## src/rbj_pkg.sv

```systemverilog
package rbj_pkg;

    // Default widths of the time and failure count datapaths
    localparam int P_TIME_WIDTH  = 32;
    localparam int P_COUNT_WIDTH = 16;

    // Field widths of the channels
    localparam int OP_W         = 3;
    localparam int ACT_W        = 3;
    localparam int FIELD_TIME_W = 32;
    localparam int PCT_W        = 8;
    localparam int CFG_IDX_W    = 2;
    localparam int CFG_DATA_W   = 32;

    // Percent scaling: full scale and the divisor of the digit unit
    localparam logic [PCT_W-1:0] PCT_FULL  = 8'd100;
    localparam int               DIV_CONST = 100;

    typedef enum logic [OP_W-1:0] {
        OP_REQUEST,
        OP_ACCEPTED,
        OP_RETRY_FAIL,
        OP_TERM_FAIL,
        OP_CLEAR
    } t_op;

    typedef enum logic [ACT_W-1:0] {
        ACT_STOP,
        ACT_START,
        ACT_IN_FLIGHT,
        ACT_RETRY,
        ACT_NONE
    } t_action;

    typedef enum logic [CFG_IDX_W-1:0] {
        CFG_INITIAL,
        CFG_MAX,
        CFG_JITTER
    } t_cfg_idx;

    typedef enum logic [3:0] {
        ST_IDLE,
        ST_DOUBLE,
        ST_LO_GO,
        ST_LO_WAIT,
        ST_HI_GO,
        ST_HI_WAIT,
        ST_SP_GO,
        ST_SP_WAIT,
        ST_DONE
    } t_state;

endpackage

```

## src/rbj_ifs.sv

```systemverilog
interface rbj_req_if import rbj_pkg::*; ();
    logic                    valid;
    logic                    ready;
    logic [OP_W-1:0]         op;
    logic [FIELD_TIME_W-1:0] server_hint;
    logic [PCT_W-1:0]        jitter_pick;

    modport source (output valid, op, server_hint, jitter_pick, input ready);
    modport sink   (input valid, op, server_hint, jitter_pick, output ready);
endinterface

interface rbj_rsp_if import rbj_pkg::*; ();
    logic                    valid;
    logic                    ready;
    logic [ACT_W-1:0]        action;
    logic [FIELD_TIME_W-1:0] delay;

    modport source (output valid, action, delay, input ready);
    modport sink   (input valid, action, delay, output ready);
endinterface

interface rbj_cfg_if import rbj_pkg::*; ();
    logic                  valid;
    logic                  ready;
    logic [CFG_IDX_W-1:0]  index;
    logic [CFG_DATA_W-1:0] data;

    modport source (output valid, index, data, input ready);
    modport sink   (input valid, index, data, output ready);
endinterface

```

## src/rbj_scale.sv

```systemverilog
module rbj_scale import rbj_pkg::*; #(
    parameter int TIME_WIDTH = P_TIME_WIDTH
) (
    input  logic                  i_clk,
    input  logic                  i_rst_n,
    input  logic                  i_start,
    input  logic [TIME_WIDTH-1:0] i_x,
    input  logic [PCT_W-1:0]      i_k,
    output logic                  o_done,
    output logic [TIME_WIDTH-1:0] o_result
);

    localparam int PROD_W     = TIME_WIDTH + PCT_W;
    localparam int STEPS      = (PROD_W + 7) / 8;
    localparam int PAD_W      = STEPS * 8;
    localparam int STEP_CNT_W = $clog2(STEPS + 1);

    logic                  r_busy;
    logic                  r_done;
    logic [STEP_CNT_W-1:0] r_cnt;
    logic [PAD_W-1:0]      r_num;
    logic [PAD_W-1:0]      r_quo;
    logic [6:0]            r_rem;

    logic [PROD_W-1:0]     w_prod;
    logic [PAD_W-1:0]      n_num;
    logic [PAD_W-1:0]      n_quo;
    logic [6:0]            n_rem;

    // Product of the value and the percent factor
    assign w_prod = PROD_W'(i_x) * PROD_W'(i_k);

    // Eight restoring steps of division by the constant, one bit each
    always_comb begin
        logic [7:0] t;
        logic       qbit;
        n_num = r_num;
        n_quo = r_quo;
        n_rem = r_rem;
        for (int j = 0; j < 8; j++) begin
            t     = {n_rem, n_num[PAD_W-1]};
            n_num = {n_num[PAD_W-2:0], 1'b0};
            if (t >= 8'(DIV_CONST)) begin
                t    = t - 8'(DIV_CONST);
                qbit = 1'b1;
            end else begin
                qbit = 1'b0;
            end
            n_rem = t[6:0];
            n_quo = {n_quo[PAD_W-2:0], qbit};
        end
    end

    // Sequence the division passes
    always_ff @(posedge i_clk) begin
        if (!i_rst_n) begin
            r_busy <= 1'b0;
            r_done <= 1'b0;
            r_cnt  <= '0;
        end else begin
            r_done <= 1'b0;
            if (i_start) begin
                r_busy <= 1'b1;
                r_cnt  <= STEP_CNT_W'(STEPS);
            end else if (r_busy) begin
                r_cnt <= r_cnt - 1'b1;
                if (r_cnt == STEP_CNT_W'(1)) begin
                    r_busy <= 1'b0;
                    r_done <= 1'b1;
                end
            end
        end
    end

    // Load the product, then shift digits through
    always_ff @(posedge i_clk) begin
        if (i_start) begin
            r_num <= PAD_W'(w_prod);
            r_quo <= '0;
            r_rem <= '0;
        end else if (r_busy) begin
            r_num <= n_num;
            r_quo <= n_quo;
            r_rem <= n_rem;
        end
    end

    // Saturate the quotient to the time width
    assign o_done   = r_done;
    assign o_result = (|r_quo[PAD_W-1:TIME_WIDTH]) ? '1 : r_quo[TIME_WIDTH-1:0];

endmodule

```

## src/retry_backoff_with_jitter_core.sv

```systemverilog
// Ops other than a retryable failure with no server hint are answered from the output register
// the cycle after they are accepted. Such a failure runs at most min(failure count, TIME_WIDTH)
// doubling steps, then with jitter on two percent passes (three when the band is not empty)
// through one shared multiply-divide unit. Throughput: one request at a time, taken only in idle.
// Reset (synchronous, active low) clears the state, configuration, flags, count and response valid.
module retry_backoff_with_jitter_core import rbj_pkg::*; #(
    parameter int TIME_WIDTH  = P_TIME_WIDTH,
    parameter int COUNT_WIDTH = P_COUNT_WIDTH
) (
    input  logic   i_clk,
    input  logic   i_rst_n,
    rbj_req_if.sink   i_req,
    rbj_rsp_if.source o_rsp,
    rbj_cfg_if.sink   i_cfg
);

    t_state r_state;
    t_state n_state;

    // Configuration
    logic [CFG_DATA_W-1:0] r_init;
    logic [CFG_DATA_W-1:0] r_max;
    logic [PCT_W-1:0]      r_jit;

    // Controller state
    logic                   r_in_flight;
    logic                   r_rerun;
    logic [COUNT_WIDTH-1:0] r_fail_cnt;
    logic                   n_in_flight;
    logic                   n_rerun;
    logic [COUNT_WIDTH-1:0] n_fail_cnt;

    // Delay computation
    logic [COUNT_WIDTH-1:0] r_cnt_snap;
    logic [COUNT_WIDTH-1:0] r_iter;
    logic                   r_stop;
    logic [TIME_WIDTH-1:0]  r_d;
    logic [TIME_WIDTH-1:0]  r_lower;
    logic [TIME_WIDTH-1:0]  r_span;
    logic [TIME_WIDTH-1:0]  r_res;
    logic [PCT_W-1:0]       r_pick;

    // Output register
    logic                    r_out_valid;
    logic [ACT_W-1:0]        r_out_action;
    logic [FIELD_TIME_W-1:0] r_out_delay;

    logic [63:0]             w_init_ext;
    logic [63:0]             w_max_ext;
    logic [63:0]             w_hint_ext;
    logic [63:0]             w_time_ext;
    logic [TIME_WIDTH-1:0]   w_init;
    logic [TIME_WIDTH-1:0]   w_max;
    logic [TIME_WIDTH-1:0]   w_cap;
    logic [TIME_WIDTH-1:0]   w_hint;
    logic [TIME_WIDTH-1:0]   w_out_time;
    logic [PCT_W-1:0]        w_jit;
    logic [PCT_W-1:0]        w_pick_sat;
    logic                    w_out_free;
    logic                    w_accept;
    logic                    w_calc;
    logic                    w_go_calc;
    logic                    w_load_out;
    logic                    w_dbl_exit;
    t_action                 w_act;
    logic [TIME_WIDTH-1:0]   w_dbl;
    logic [TIME_WIDTH-1:0]   w_step_d;
    logic                    w_step_stop;
    logic [TIME_WIDTH-1:0]   w_upper;
    logic [ACT_W-1:0]        w_out_action;
    logic [FIELD_TIME_W-1:0] w_out_delay;

    logic                  w_sc_start;
    logic [TIME_WIDTH-1:0] w_sc_x;
    logic [PCT_W-1:0]      w_sc_k;
    logic                  w_sc_done;
    logic [TIME_WIDTH-1:0] w_sc_res;

    // Narrow 32-bit fields to the time width
    assign w_init_ext = {32'd0, r_init};
    assign w_max_ext  = {32'd0, r_max};
    assign w_hint_ext = {32'd0, i_req.server_hint};
    assign w_init     = w_init_ext[TIME_WIDTH-1:0];
    assign w_max      = w_max_ext[TIME_WIDTH-1:0];
    assign w_hint     = w_hint_ext[TIME_WIDTH-1:0];
    assign w_cap      = (w_max == '0) ? w_init : w_max;

    // Saturate percentages at full scale
    assign w_jit      = (r_jit > PCT_FULL) ? PCT_FULL : r_jit;
    assign w_pick_sat = (i_req.jitter_pick > PCT_FULL) ? PCT_FULL : i_req.jitter_pick;

    // Handshakes
    assign w_out_free  = !r_out_valid || o_rsp.ready;
    assign i_req.ready = (r_state == ST_IDLE) && w_out_free;
    assign w_accept    = i_req.valid && i_req.ready;
    assign i_cfg.ready = 1'b1;

    // Decode the op into flag updates and the immediate action
    always_comb begin
        n_in_flight = r_in_flight;
        n_rerun     = r_rerun;
        n_fail_cnt  = r_fail_cnt;
        w_act       = ACT_NONE;
        w_calc      = 1'b0;
        case (t_op'(i_req.op))
            OP_REQUEST: begin
                if (r_in_flight) begin
                    n_rerun = 1'b1;
                    w_act   = ACT_IN_FLIGHT;
                end else begin
                    n_in_flight = 1'b1;
                    w_act       = ACT_START;
                end
            end
            OP_ACCEPTED, OP_CLEAR: begin
                n_in_flight = 1'b0;
                n_rerun     = 1'b0;
                n_fail_cnt  = '0;
            end
            OP_RETRY_FAIL: begin
                if (r_rerun) begin
                    n_rerun     = 1'b0;
                    n_fail_cnt  = '0;
                    n_in_flight = 1'b1;
                    w_act       = ACT_START;
                end else begin
                    n_in_flight = 1'b0;
                    w_act       = ACT_RETRY;
                    w_calc      = 1'b1;
                    if (r_fail_cnt != '1) begin
                        n_fail_cnt = r_fail_cnt + 1'b1;
                    end
                end
            end
            OP_TERM_FAIL: begin
                n_in_flight = 1'b0;
                n_rerun     = 1'b0;
                w_act       = ACT_STOP;
            end
            default: begin
            end
        endcase
    end

    assign w_go_calc = w_accept && w_calc && (w_hint == '0);

    // One doubling step with cap
    assign w_dbl = {r_d[TIME_WIDTH-2:0], 1'b0};
    always_comb begin
        w_step_d    = r_d;
        w_step_stop = 1'b0;
        if (r_d > (w_cap >> 1)) begin
            w_step_d    = w_cap;
            w_step_stop = 1'b1;
        end else if (r_d == '0) begin
            w_step_stop = 1'b1;
        end else if (w_dbl >= w_cap) begin
            w_step_d    = w_cap;
            w_step_stop = 1'b1;
        end else begin
            w_step_d = w_dbl;
        end
    end

    assign w_dbl_exit = r_stop || (r_iter == r_cnt_snap);
    assign w_upper    = (w_sc_res > w_cap) ? w_cap : w_sc_res;

    // Next state
    always_comb begin
        n_state = r_state;
        case (r_state)
            ST_IDLE: begin
                if (w_go_calc) begin
                    n_state = ST_DOUBLE;
                end
            end
            ST_DOUBLE: begin
                if (w_dbl_exit) begin
                    n_state = (w_jit == '0) ? ST_DONE : ST_LO_GO;
                end
            end
            ST_LO_GO:   n_state = ST_LO_WAIT;
            ST_LO_WAIT: begin
                if (w_sc_done) begin
                    n_state = ST_HI_GO;
                end
            end
            ST_HI_GO:   n_state = ST_HI_WAIT;
            ST_HI_WAIT: begin
                if (w_sc_done) begin
                    n_state = (w_upper <= r_lower) ? ST_DONE : ST_SP_GO;
                end
            end
            ST_SP_GO:   n_state = ST_SP_WAIT;
            ST_SP_WAIT: begin
                if (w_sc_done) begin
                    n_state = ST_DONE;
                end
            end
            ST_DONE: begin
                if (w_out_free) begin
                    n_state = ST_IDLE;
                end
            end
            default: n_state = ST_IDLE;
        endcase
    end

    // Drive the percent unit
    always_comb begin
        w_sc_start = 1'b0;
        w_sc_x     = r_d;
        w_sc_k     = '0;
        case (r_state)
            ST_LO_GO: begin
                w_sc_start = 1'b1;
                w_sc_k     = PCT_FULL - w_jit;
            end
            ST_HI_GO: begin
                w_sc_start = 1'b1;
                w_sc_k     = PCT_FULL + w_jit;
            end
            ST_SP_GO: begin
                w_sc_start = 1'b1;
                w_sc_x     = r_span;
                w_sc_k     = r_pick;
            end
            default: begin
            end
        endcase
    end

    // Response contents: immediate from decode, or the computed delay
    assign w_load_out = (w_accept && !w_go_calc) || ((r_state == ST_DONE) && w_out_free);
    assign w_out_time = (r_state == ST_DONE) ? r_res : w_hint;
    always_comb begin
        w_time_ext                 = '0;
        w_time_ext[TIME_WIDTH-1:0] = w_out_time;
        if (r_state == ST_DONE) begin
            w_out_action = ACT_RETRY;
            w_out_delay  = w_time_ext[FIELD_TIME_W-1:0];
        end else begin
            w_out_action = w_act;
            w_out_delay  = w_calc ? w_time_ext[FIELD_TIME_W-1:0] : '0;
        end
    end

    rbj_scale #(
        .TIME_WIDTH (TIME_WIDTH)
    ) u_scale (
        .i_clk    (i_clk),
        .i_rst_n  (i_rst_n),
        .i_start  (w_sc_start),
        .i_x      (w_sc_x),
        .i_k      (w_sc_k),
        .o_done   (w_sc_done),
        .o_result (w_sc_res)
    );

    // Control state, configuration and response valid
    always_ff @(posedge i_clk) begin
        if (!i_rst_n) begin
            r_state     <= ST_IDLE;
            r_init      <= '0;
            r_max       <= '0;
            r_jit       <= '0;
            r_in_flight <= 1'b0;
            r_rerun     <= 1'b0;
            r_fail_cnt  <= '0;
            r_out_valid <= 1'b0;
        end else begin
            r_state <= n_state;
            if (i_cfg.valid && i_cfg.ready) begin
                case (t_cfg_idx'(i_cfg.index))
                    CFG_INITIAL: r_init <= i_cfg.data;
                    CFG_MAX:     r_max  <= i_cfg.data;
                    CFG_JITTER:  r_jit  <= i_cfg.data[PCT_W-1:0];
                    default: begin
                    end
                endcase
            end
            if (w_accept) begin
                r_in_flight <= n_in_flight;
                r_rerun     <= n_rerun;
                r_fail_cnt  <= n_fail_cnt;
            end
            if (w_load_out) begin
                r_out_valid <= 1'b1;
            end else if (o_rsp.ready) begin
                r_out_valid <= 1'b0;
            end
        end
    end

    // Delay datapath and response payload
    always_ff @(posedge i_clk) begin
        if (w_accept) begin
            r_cnt_snap <= r_fail_cnt;
            r_iter     <= '0;
            r_stop     <= 1'b0;
            r_d        <= w_init;
            r_pick     <= w_pick_sat;
        end
        case (r_state)
            ST_DOUBLE: begin
                if (w_dbl_exit) begin
                    r_res <= r_d;
                end else begin
                    r_d    <= w_step_d;
                    r_stop <= w_step_stop;
                    r_iter <= r_iter + 1'b1;
                end
            end
            ST_LO_WAIT: begin
                if (w_sc_done) begin
                    r_lower <= (w_sc_res < w_init) ? w_init : w_sc_res;
                end
            end
            ST_HI_WAIT: begin
                if (w_sc_done) begin
                    r_res  <= r_lower;
                    r_span <= w_upper - r_lower;
                end
            end
            ST_SP_WAIT: begin
                if (w_sc_done) begin
                    r_res <= r_lower + w_sc_res;
                end
            end
            default: begin
            end
        endcase
        if (w_load_out) begin
            r_out_action <= w_out_action;
            r_out_delay  <= w_out_delay;
        end
    end

    assign o_rsp.valid  = r_out_valid;
    assign o_rsp.action = r_out_action;
    assign o_rsp.delay  = r_out_delay;

endmodule

```

## src/flat_wrapper.sv

```systemverilog
// flat-port wrapper written by rule: the top's interface ports become plain ports
module retry_backoff_with_jitter_core_flat import rbj_pkg::*;
#(
    parameter int TIME_WIDTH  = P_TIME_WIDTH,
    parameter int COUNT_WIDTH = P_COUNT_WIDTH
)
  (i_clk, i_rst_n, i_req_valid, i_req_op, i_req_server_hint, i_req_jitter_pick, i_req_ready, o_rsp_valid, o_rsp_action, o_rsp_delay, o_rsp_ready, i_cfg_valid, i_cfg_index, i_cfg_data, i_cfg_ready);
  rbj_req_if i_req_i ();
  rbj_rsp_if o_rsp_i ();
  rbj_cfg_if i_cfg_i ();
  input  logic i_clk;
  input  logic i_rst_n;
  input wire logic [$bits(i_req_i.valid)-1:0] i_req_valid;
  input wire logic [$bits(i_req_i.op)-1:0] i_req_op;
  input wire logic [$bits(i_req_i.server_hint)-1:0] i_req_server_hint;
  input wire logic [$bits(i_req_i.jitter_pick)-1:0] i_req_jitter_pick;
  output wire logic [$bits(i_req_i.ready)-1:0] i_req_ready;
  output wire logic [$bits(o_rsp_i.valid)-1:0] o_rsp_valid;
  output wire logic [$bits(o_rsp_i.action)-1:0] o_rsp_action;
  output wire logic [$bits(o_rsp_i.delay)-1:0] o_rsp_delay;
  input wire logic [$bits(o_rsp_i.ready)-1:0] o_rsp_ready;
  input wire logic [$bits(i_cfg_i.valid)-1:0] i_cfg_valid;
  input wire logic [$bits(i_cfg_i.index)-1:0] i_cfg_index;
  input wire logic [$bits(i_cfg_i.data)-1:0] i_cfg_data;
  output wire logic [$bits(i_cfg_i.ready)-1:0] i_cfg_ready;
  assign i_req_i.valid = i_req_valid;
  assign i_req_i.op = i_req_op;
  assign i_req_i.server_hint = i_req_server_hint;
  assign i_req_i.jitter_pick = i_req_jitter_pick;
  assign i_req_ready = i_req_i.ready;
  assign o_rsp_valid = o_rsp_i.valid;
  assign o_rsp_action = o_rsp_i.action;
  assign o_rsp_delay = o_rsp_i.delay;
  assign o_rsp_i.ready = o_rsp_ready;
  assign i_cfg_i.valid = i_cfg_valid;
  assign i_cfg_i.index = i_cfg_index;
  assign i_cfg_i.data = i_cfg_data;
  assign i_cfg_ready = i_cfg_i.ready;
  retry_backoff_with_jitter_core #(.TIME_WIDTH(TIME_WIDTH), .COUNT_WIDTH(COUNT_WIDTH)) u_core (.i_clk(i_clk), .i_rst_n(i_rst_n), .i_req(i_req_i), .o_rsp(o_rsp_i), .i_cfg(i_cfg_i));
endmodule
```

## config.mk

```make
export PLATFORM = sky130hd
export DESIGN_NAME = retry_backoff_with_jitter_core_flat
export DESIGN_NICKNAME = d
export VERILOG_FILES = /design/src/rbj_pkg.sv /design/src/rbj_ifs.sv /design/src/rbj_scale.sv /design/src/retry_backoff_with_jitter_core.sv /design/src/flat_wrapper.sv
export SDC_FILE = /design/constraint.sdc
export NUM_CORES = 2
export LEC_CHECK = 0
export ABC_AREA = 1
export BUFFER_PORTS_ARGS = -buffer_cell sky130_fd_sc_hd__buf_4
export CAP_MARGIN = 20
export CORE_ASPECT_RATIO = 0.7
export CORE_UTILIZATION = 59
export CTS_BUF_LIST = sky130_fd_sc_hd__clkbuf_4
export DETAILED_ROUTE_END_ITERATION = 10
export GPL_TIMING_DRIVEN = 0
export PLACE_DENSITY = 0.73
export SYNTH_ARGS = -nofsm -noshare
export SYNTH_HDL_FRONTEND = slang
export SYNTH_SLANG_ARGS = --single-unit
```

## constraint.sdc

```tcl
create_clock -name i_clk -period 12.9 [get_ports i_clk]
set_input_delay 1.29 -clock i_clk [delete_from_list [all_inputs] [get_ports i_clk]]
set_output_delay 1.29 -clock i_clk [all_outputs]
set_load 0.1 [all_outputs]
```

==> results.py <==
metrics = {
    "outcome": {
        "status": "finished clean",
    },
    "route": {
        "routedWlPerCell_um": 20.6,
        "remaining_drc_errors": 0,
        "drtIter0Drc": 3993,
        "routed_wirelength_um": 105000,
        "ant_nets": 0,
        "vias_per_cell": 5.81,
        "vias": 29538,
        "drt_first_pass_iters": 6,
    },
    "power_and_ir_drop": {
        "power_density_nw_per_um2": 270,
        "fin_total_pwr_w": 0.00955,
        "peakVddDrop_mv": 1.01,
        "p_leak_nw": 17.4,
    },
    "floorplan": {
        "rows": 71,
        "core-area_um2": 53700,
        "die_w_um": 281,
        "ios": 120,
        "dieArea_um2": 55300,
        "start_util_pct": 59.8,
        "die_y_um": 197,
    },
    "hold_path": {
        "hold_class": "reg -> reg",
    },
    "timing": {
        "fin_crit_ns": 10.84,
        "slew_headroom_pct": 17.0,
        "setup_violations": 0,
        "whs_ns": 0.450,
        "maxSlewViolCount": 0,
        "finalSetupTns_ns": 0,
        "finalHoldViolCount": 0,
        "post-route-period-util_pct": 84.1,
        "fin_skew_ns": 0.0707,
        "rsz0062_at_grt": "no",
        "tightestPinTransition_ns": 1.23,
        "fmax_ghz": 0.0922,
    },
    "synth": {
        "synth.area.top_cells": "edfxtp_1 21%, fa_1 11%, dfxtp_1 10%, ha_1 9.2%, nand2_1 8.4%",
        "netlist.area_leader.share_pct": 21.3,
        "yosys.cell_types.count": 68,
        "synth_edf_count": 227,
        "ys.flop_type": "edfxtp_1",
        "ys_seq_area_share_pct": 31.5,
        "avgSynthCellArea_um2": 7.92,
        "synth.largest_area_cell": "edfxtp_1",
        "synthCells": 4047,
        "postSynth.asyncResetShare_pct": 0,
        "synth_nets": 4546,
        "ys_warn_count": 0,
        "synth_seq_cells": 391,
        "synth_area_um2": 32100,
    },
    "cells_and_area": {
        "fin_nets": 4769,
        "final_area_um2": 35300,
        "layout_common_cells": "720 x nand2_1, 719 x inv_1, 323 x nor2_1",
        "mostFrequentLayoutCell": "nand2_1",
        "final_layout_size_suffix_gt1_share_pct": 10.5,
        "area_growth_pct": 10.2,
    },
    "global_route": {
        "grt_max_degree": 41,
        "antenna_found_initial": 6,
        "overflow": 0,
        "grt_use_total_pct": 38.3,
        "grt_pass1_vias": 27428,
        "grt_pass1_wl_um": 159000,
    },
    "setup_path": {
        "path_max_fanout": 10,
        "crit_buf_inv": 9,
        "endpoint": "u_core.r_span[31]$_DFFE_PP_",
        "cpMostUsedCell": "a21oi_1",
        "cp-start-kind": "flop",
        "r2r-end": "u_core.r_span[31]$_DFFE_PP_",
        "critPathArrivalTime_ns": 11.41,
        "crit_required_ns": 13.46,
        "cp-end-kind": "flop",
        "r2r_slack_ns": 2.06,
        "slowest_stage": "nor4_1",
        "critPathLaunch": "u_core.r_max[0]$_SDFFE_PN0P_",
        "cp_top_family": "compound AO/OA/AOI/OAI gates",
        "critPathKind": "reg -> reg",
        "reg2reg_depth": 44,
        "r2r-start": "u_core.r_max[0]$_SDFFE_PN0P_",
        "max_stage_delay_ns": 0.77,
        "cp.depth": 44,
    },
    "placed_design": {
        "numPortBuffers": 118,
        "place.gp.congestion": 1.06,
        "dp.final_hpwl_um": 84300,
        "dpl_cell_area_um2": 34000,
    },
    "clocking": {
        "clockBufferDepth": 3,
        "numCtsBuffers": 96,
        "clock_latency_ns": 0.90,
        "clk_pin_slew_ns": 0.07,
        "cts_sinks": 391,
        "cts_hold_buf": 0,
        "cts_max_level": 3,
        "cts_tree": "yes",
        "cts-root-buf": "clkbuf_4",
        "post_cts_buffers": 0,
        "post_cts_resized": 0,
    },
    "run": {
        "maxCapViolCount": 0,
    },
}
==> metal layers <==
layer | routed length [um] | up-vias | share of wire (%) | global-route usage, %
met5 | 40 | - | 0.038 | 0
met4 | 3000 | 6 | 2.9 | 12.1
met3 | 16800 | 228 | 16 | 16.7
met2 | 40100 | 1738 | 38 | 51.7
met1 | 44800 | 13723 | 43 | 54.3
li1 | - | 13843 | - | -
==> cells by family (layout without fill, tap and decap cells) <==
kind of cell	Yosys count	count (layout)	share of synthesized area (%)
DFF	391	391	31.5
other	2	8	0.0234
AOI/OAI and AO/OA	810	810	14.4
muxes	1	1	0.0312
xor gates and xnor gates	87	87	2.40
adders and majority gates	417	417	20.5
buffers and inverters	859	1163	10.1
and+or+nand+nor	1480	1480	21.0
==> synthesized netlist by cell type, types with 18 or more instances <==
cell      count
nand4_1      44
nand2_1     721
xnor2_1      40
nor3_1       36
nand2_4      18
nor2_1      325
o21ai_0     313
inv_1       719
fa_1        182
xor2_1       46
nand2_2      42
clkbuf_1    112
o221ai_1     68
a22oi_1      35
or2_2        40
a21oi_1     288
ha_1        235
nand3_1     162
nand3_2      18
dfxtp_1     164
nor4_1       26
o21ai_1      31
edfxtp_1    227
==> cell type report <==
| cell class | count | area (um^2) |
|---|---|---|
| clock inverter | 35 | 186 |
| clock buffer | 144 | 1080 |
| inverter | 737 | 2770 |
| fill | 4796 | 18300 |
| tap | 730 | 913 |
| antenna | 6 | 15.0 |
| sequential | 391 | 10100 |
| buffer | 122 | 470 |
| timing repair buffer | 125 | 1030 |
| multi-input combinational | 2797 | 18800 |
==> how the worst min path moves through the flow <==
stage / start / to / depth (start not counted)
final: u_core.r_fail_cnt[5]$_SDFFE_PN0P_ / u_core.r_cnt_snap[5]$_DFFE_PP_ / 0
after floorplan: u_core.r_fail_cnt[5]$_SDFFE_PN0P_ / u_core.r_cnt_snap[5]$_DFFE_PP_ / 0
after global placement: u_core.r_fail_cnt[5]$_SDFFE_PN0P_ / u_core.r_cnt_snap[5]$_DFFE_PP_ / 0
after global routing: u_core.r_fail_cnt[5]$_SDFFE_PN0P_ / u_core.r_cnt_snap[5]$_DFFE_PP_ / 0
after CTS: u_core.r_fail_cnt[5]$_SDFFE_PN0P_ / u_core.r_cnt_snap[5]$_DFFE_PP_ / 0
after detailed placement: u_core.r_fail_cnt[9]$_SDFFE_PN0P_ / u_core.r_cnt_snap[9]$_DFFE_PP_ / 0
==> power by group <==
part	total, W	switching (W)	internal (W)	leakage [nW]
logic	0.00697	0.00477	0.00220	13.1
clock network	0.00109	0.000559	0.000536	0.752
registers	0.00148	0.0000824	0.00140	3.51
total	0.00955	0.00541	0.00414	17.4
==> per-stage QoR <==
stage,worst slack [ns],instances,utilization (%)
finish,2.06,5087,65.9
global route,1.62,5083,65.8
CTS,2.73,5080,65.8
detailed placement,2.77,4901,63.4
global placement,2.72,4895,63.1
floorplan,4.65,4047,-
==> flip-flops by register name, indices dropped and copies added (netlist names), 3 cells and up <==
| signal | cells |
|---|---|
| u_core.o_rsp.action | 3 |
| u_core.r_d | 32 |
| u_core.r_max | 32 |
| u_core.r_iter | 16 |
| u_core.r_lower | 32 |
| u_core.o_rsp.delay | 32 |
| u_core.u_scale.r_cnt | 3 |
| u_core.r_init | 32 |
| u_core.r_fail_cnt | 16 |
| u_core.r_pick | 8 |
| u_core.r_jit | 8 |
| u_core.u_scale.r_quo | 40 |
| u_core.r_state | 4 |
| u_core.r_span | 32 |
| u_core.r_cnt_snap | 16 |
| u_core.u_scale.r_rem | 7 |
| u_core.r_res | 32 |
| u_core.u_scale.r_num | 40 |
Note: power is estimated with default switching activity, not from simulation.
